--- src/hw/rtl/assert_macros.svh ---
// assertion helpers, all sampled on clk and disabled while rst_n is low
`ifndef ASSERT_MACROS_SVH
`define ASSERT_MACROS_SVH

// same-cycle implication
`define ASSERT_IMP(lbl, ante, cons, msg) \
    lbl: assert property (@(posedge clk) disable iff (!rst_n) (ante) |-> (cons)) else $error(msg);

// next-cycle implication
`define ASSERT_NEXT(lbl, ante, cons, msg) \
    lbl: assert property (@(posedge clk) disable iff (!rst_n) (ante) |=> (cons)) else $error(msg);

`endif

--- src/hw/rtl/tlca_pkg.sv ---
package tlca_pkg;

    localparam int NODE_W  = 10;
    localparam int DEPTH_W = 10;
    localparam logic [DEPTH_W-1:0] DEPTH_MAX = 10'd1023;

    // request kind carried on tuser
    typedef enum logic {
        REQ_EDGE  = 1'b0,
        REQ_QUERY = 1'b1
    } req_kind_t;

    // one table entry: parent node and distance from the root
    typedef struct packed {
        logic [NODE_W-1:0]  parent;
        logic [DEPTH_W-1:0] depth;
    } entry_t;

    typedef enum logic [1:0] {
        ALU_CMP,
        ALU_DEC,
        ALU_INC_SAT
    } alu_op_t;

    typedef struct packed {
        logic gt;
        logic eq;
    } alu_flags_t;

endpackage

--- src/hw/rtl/tlca_alu.sv ---
module tlca_alu (
    input  tlca_pkg::alu_op_t                op,
    input  logic [tlca_pkg::NODE_W-1:0]      x,
    input  logic [tlca_pkg::NODE_W-1:0]      y,
    output logic [tlca_pkg::NODE_W-1:0]      result,
    output tlca_pkg::alu_flags_t             flags
);

    always_comb
    begin
        flags.gt = (x > y);
        flags.eq = (x == y);
        case (op)
            tlca_pkg::ALU_CMP:     result = x;
            tlca_pkg::ALU_DEC:     result = x - 10'd1;
            // depth saturates at the top of its range
            tlca_pkg::ALU_INC_SAT: result = (x == tlca_pkg::DEPTH_MAX) ? x : x + 10'd1;
            default:               result = x;
        endcase
    end

endmodule

--- config.mk ---
export PLATFORM = sky130hd
export DESIGN_NAME = tlca_alu
export DESIGN_NICKNAME = d
export VERILOG_FILES = /design/src/hw/rtl/assert_macros.svh /design/src/hw/rtl/tlca_pkg.sv /design/src/hw/rtl/tlca_alu.sv
export SDC_FILE = /design/constraint.sdc
export NUM_CORES = 1
export LEC_CHECK = 0
export BUFFER_PORTS_ARGS = -buffer_cell sky130_fd_sc_hd__clkbuf_2
export CORE_MARGIN = 5
export CORE_UTILIZATION = 55
export DETAILED_ROUTE_END_ITERATION = 8
export GPL_TIMING_DRIVEN = 0
export PLACE_DENSITY = 0.92
export SLEW_MARGIN = 20
export SYNTH_ARGS = -nofsm -noshare
export SYNTH_HDL_FRONTEND = slang
export SYNTH_SLANG_ARGS = --single-unit
export TNS_END_PERCENT = 5
--- constraint.sdc ---
create_clock -name vclk -period 5.75
set_input_delay 1.15 -clock vclk [all_inputs]
set_output_delay 1.15 -clock vclk [all_outputs]
set_load 0.005 [all_outputs]
==> qor.yml <==
n_clock_buffer: 0
drive_gt1_frac: 0.2717
post_cts.resized_instances: 0
max-vdd-ir-drop_uv: 39.23
fmax_mhz: 256.5
grtUsageMet3: 0.005831
viasPerCell: 6.268
comb_power_share: 1.000
slowest_stage: "or4_1"
crit_required_ns: 4.60
gp_congestion: 0.9381
drtIter0Drc: 29
finalWorstSetupSlack_ns: 1.852
syn_inst: 139
path_common_cell: "clkbuf_2"
gr-total-overflow: 0
start_util: 0.5603
instances_no_fill: 190
busiest_layer: "met2"
coreArea_um2: 1670
cp.arrival_ns: 2.75
synth_area_um2: 935.9
setup_tns_ns: 0
ant_nets: 0
synth_nets: 175
nFlopsAndLatches: 0
crit_buf_inv: 4
path_max_fanout: 9
whs_ns: 2.715
fin_crit_sh: 0.6779
cpPeakStageDelay_ns: 0.52
yosys_warnings: 0
rsz0062_at_grt: "no"
ys_seq_area_frac: 0
p_sw_mw: 0.04370
vias: 1191
layout_commonest_cell: "clkbuf_2"
multi_input_area_um2: 829.5
worst_pin_slew_ns: 0.4909
wl_um: 2679
die-area_um2: 2627
yosys.area_share.adder: 0.1872
power_frac_seq: 0
antenna_cells: 0
crit_chain: "clkbuf_2 > inv_1 > ha_1 > clkbuf_1 > nand2b_1 > or4_1 > nand3_1 > clkbuf_2"
leakage_nw: 0.5944
path_class: "in -> out"
dp.cells: 190
synth_compound_area_frac: 0.3369
port_buffers: 34
grt_max_degree: 11
post_cts_buffers: 0
io_pins: 34
final_cell_mix: "36 x clkbuf_2, 18 x inv_1, 14 x ha_1"
grt.total_usage: 0.2077
outcome: "finished, final reports clean"
synthSimpleGateAreaFrac: 0.3302
synth_top_family_by_area: "compound AO/OA/AOI/OAI gates"
area_growth_pct: 20.45
period_needed_ns: 3.898
setup_violations: 0
placed_area_um2: 1127
drcViolationCount: 0
met2_usage: 0.4077
cp-end-kind: "output port"
final_util: 0.6749
grt_antenna_before_repair: 0
finalPower_mw: 0.07785
critPathLaunchType: "primary input"
synth_mux_area_frac: 0.03209
avgSynthCellArea_um2: 6.733
hold_path_class: "in -> out"
first_pass_iters: 4
synthXorXnorAreaFrac: 0
p_int_mw: 0.03414
dp_slack_ns: 1.857
area.sequential_um2: 0
grt_use_met1: 0.2448
slew_violations: 0
wire_per_inst_um: 14.10
dpl.hpwl_um: 2227
dieWidth_um: 51.25
fp-row-count: 15
stdcell_area_um2: 1127
switching_share: 0.5614
synthDistinctLibCells: 41
relSlewSlack: 0.6720
p_clk_frac: 0
fill_cells: 152
powerDensity_nw_per_um2: 69.05
drv_cap: 0
cts_hold_buf: 0
die_h_um: 51.25
nets: 211
hold_viol: 0
grt_pass1_vias: 1140
grt_pass1_wl_um: 4505
cpLargestDelayFamily: "simple AND/OR/NAND/NOR gates"
==> metal layers <==
| layer | routed length (µm) | share of wire |
|---|---|---|
| met3 | 157 | 0.059 |
| met1 | 1077 | 0.40 |
| met4 | 24 | 0.0090 |
| met5 | 0 | 0 |
| met2 | 1420 | 0.53 |
==> logic make-up (layout without fill, tap and decap cells) <==
logic type / count (synthesis) / in the layout
AOI/OAI and AO/OA: 44 / 44
buffers and inverters: 26 / 60
and+or+nand+nor: 52 / 52
adders and majority gates: 14 / 14
muxes: 3 / 3
==> Yosys cell counts, types with 3 or more instances <==
cell type  number  area share
inv_1          18       0.072
ha_1           14        0.19
a21oi_1         8       0.043
nand3_1         8       0.043
nor2_1          8       0.032
a21o_1          6       0.048
nand2_1         6       0.024
o21ai_0         6       0.032
a31oi_1         4       0.027
and4_1          4       0.037
nand2b_1        4       0.027
nand4_1         4       0.027
a221oi_1        3       0.028
and3_1          3       0.020
clkbuf_1        3       0.012
mux2i_1         3       0.032
nor2b_1         3       0.020
o22ai_1         3       0.020
==> power by group through the flow <==
stage	clock network (mW)	logic (mW)	registers [mW]
after CTS	0	0.0777	0
after detailed placement	0	0.0773	0
after global routing	0	0.0871	0
after floorplan	0	0.0472	0
final	0	0.0778	0
after global placement	0	0.0733	0
==> path summary, 6_finish.rpt <==
path	from	to	slack [ns]	cells past startpoint
setup / recovery	op[0]	result[5]	1.85	8
hold / removal	x[8]	result[8]	2.72	4
==> final cells by class <==
class,instances,area share
Inverter,18,0.05993
Timing Repair Buffer,34,0.1509
Multi-Input combinational cell,113,0.7359
Buffer,8,0.03441
Tap cell,17,0.01887
No activity file was read; power rests on OpenSTA's default activity.
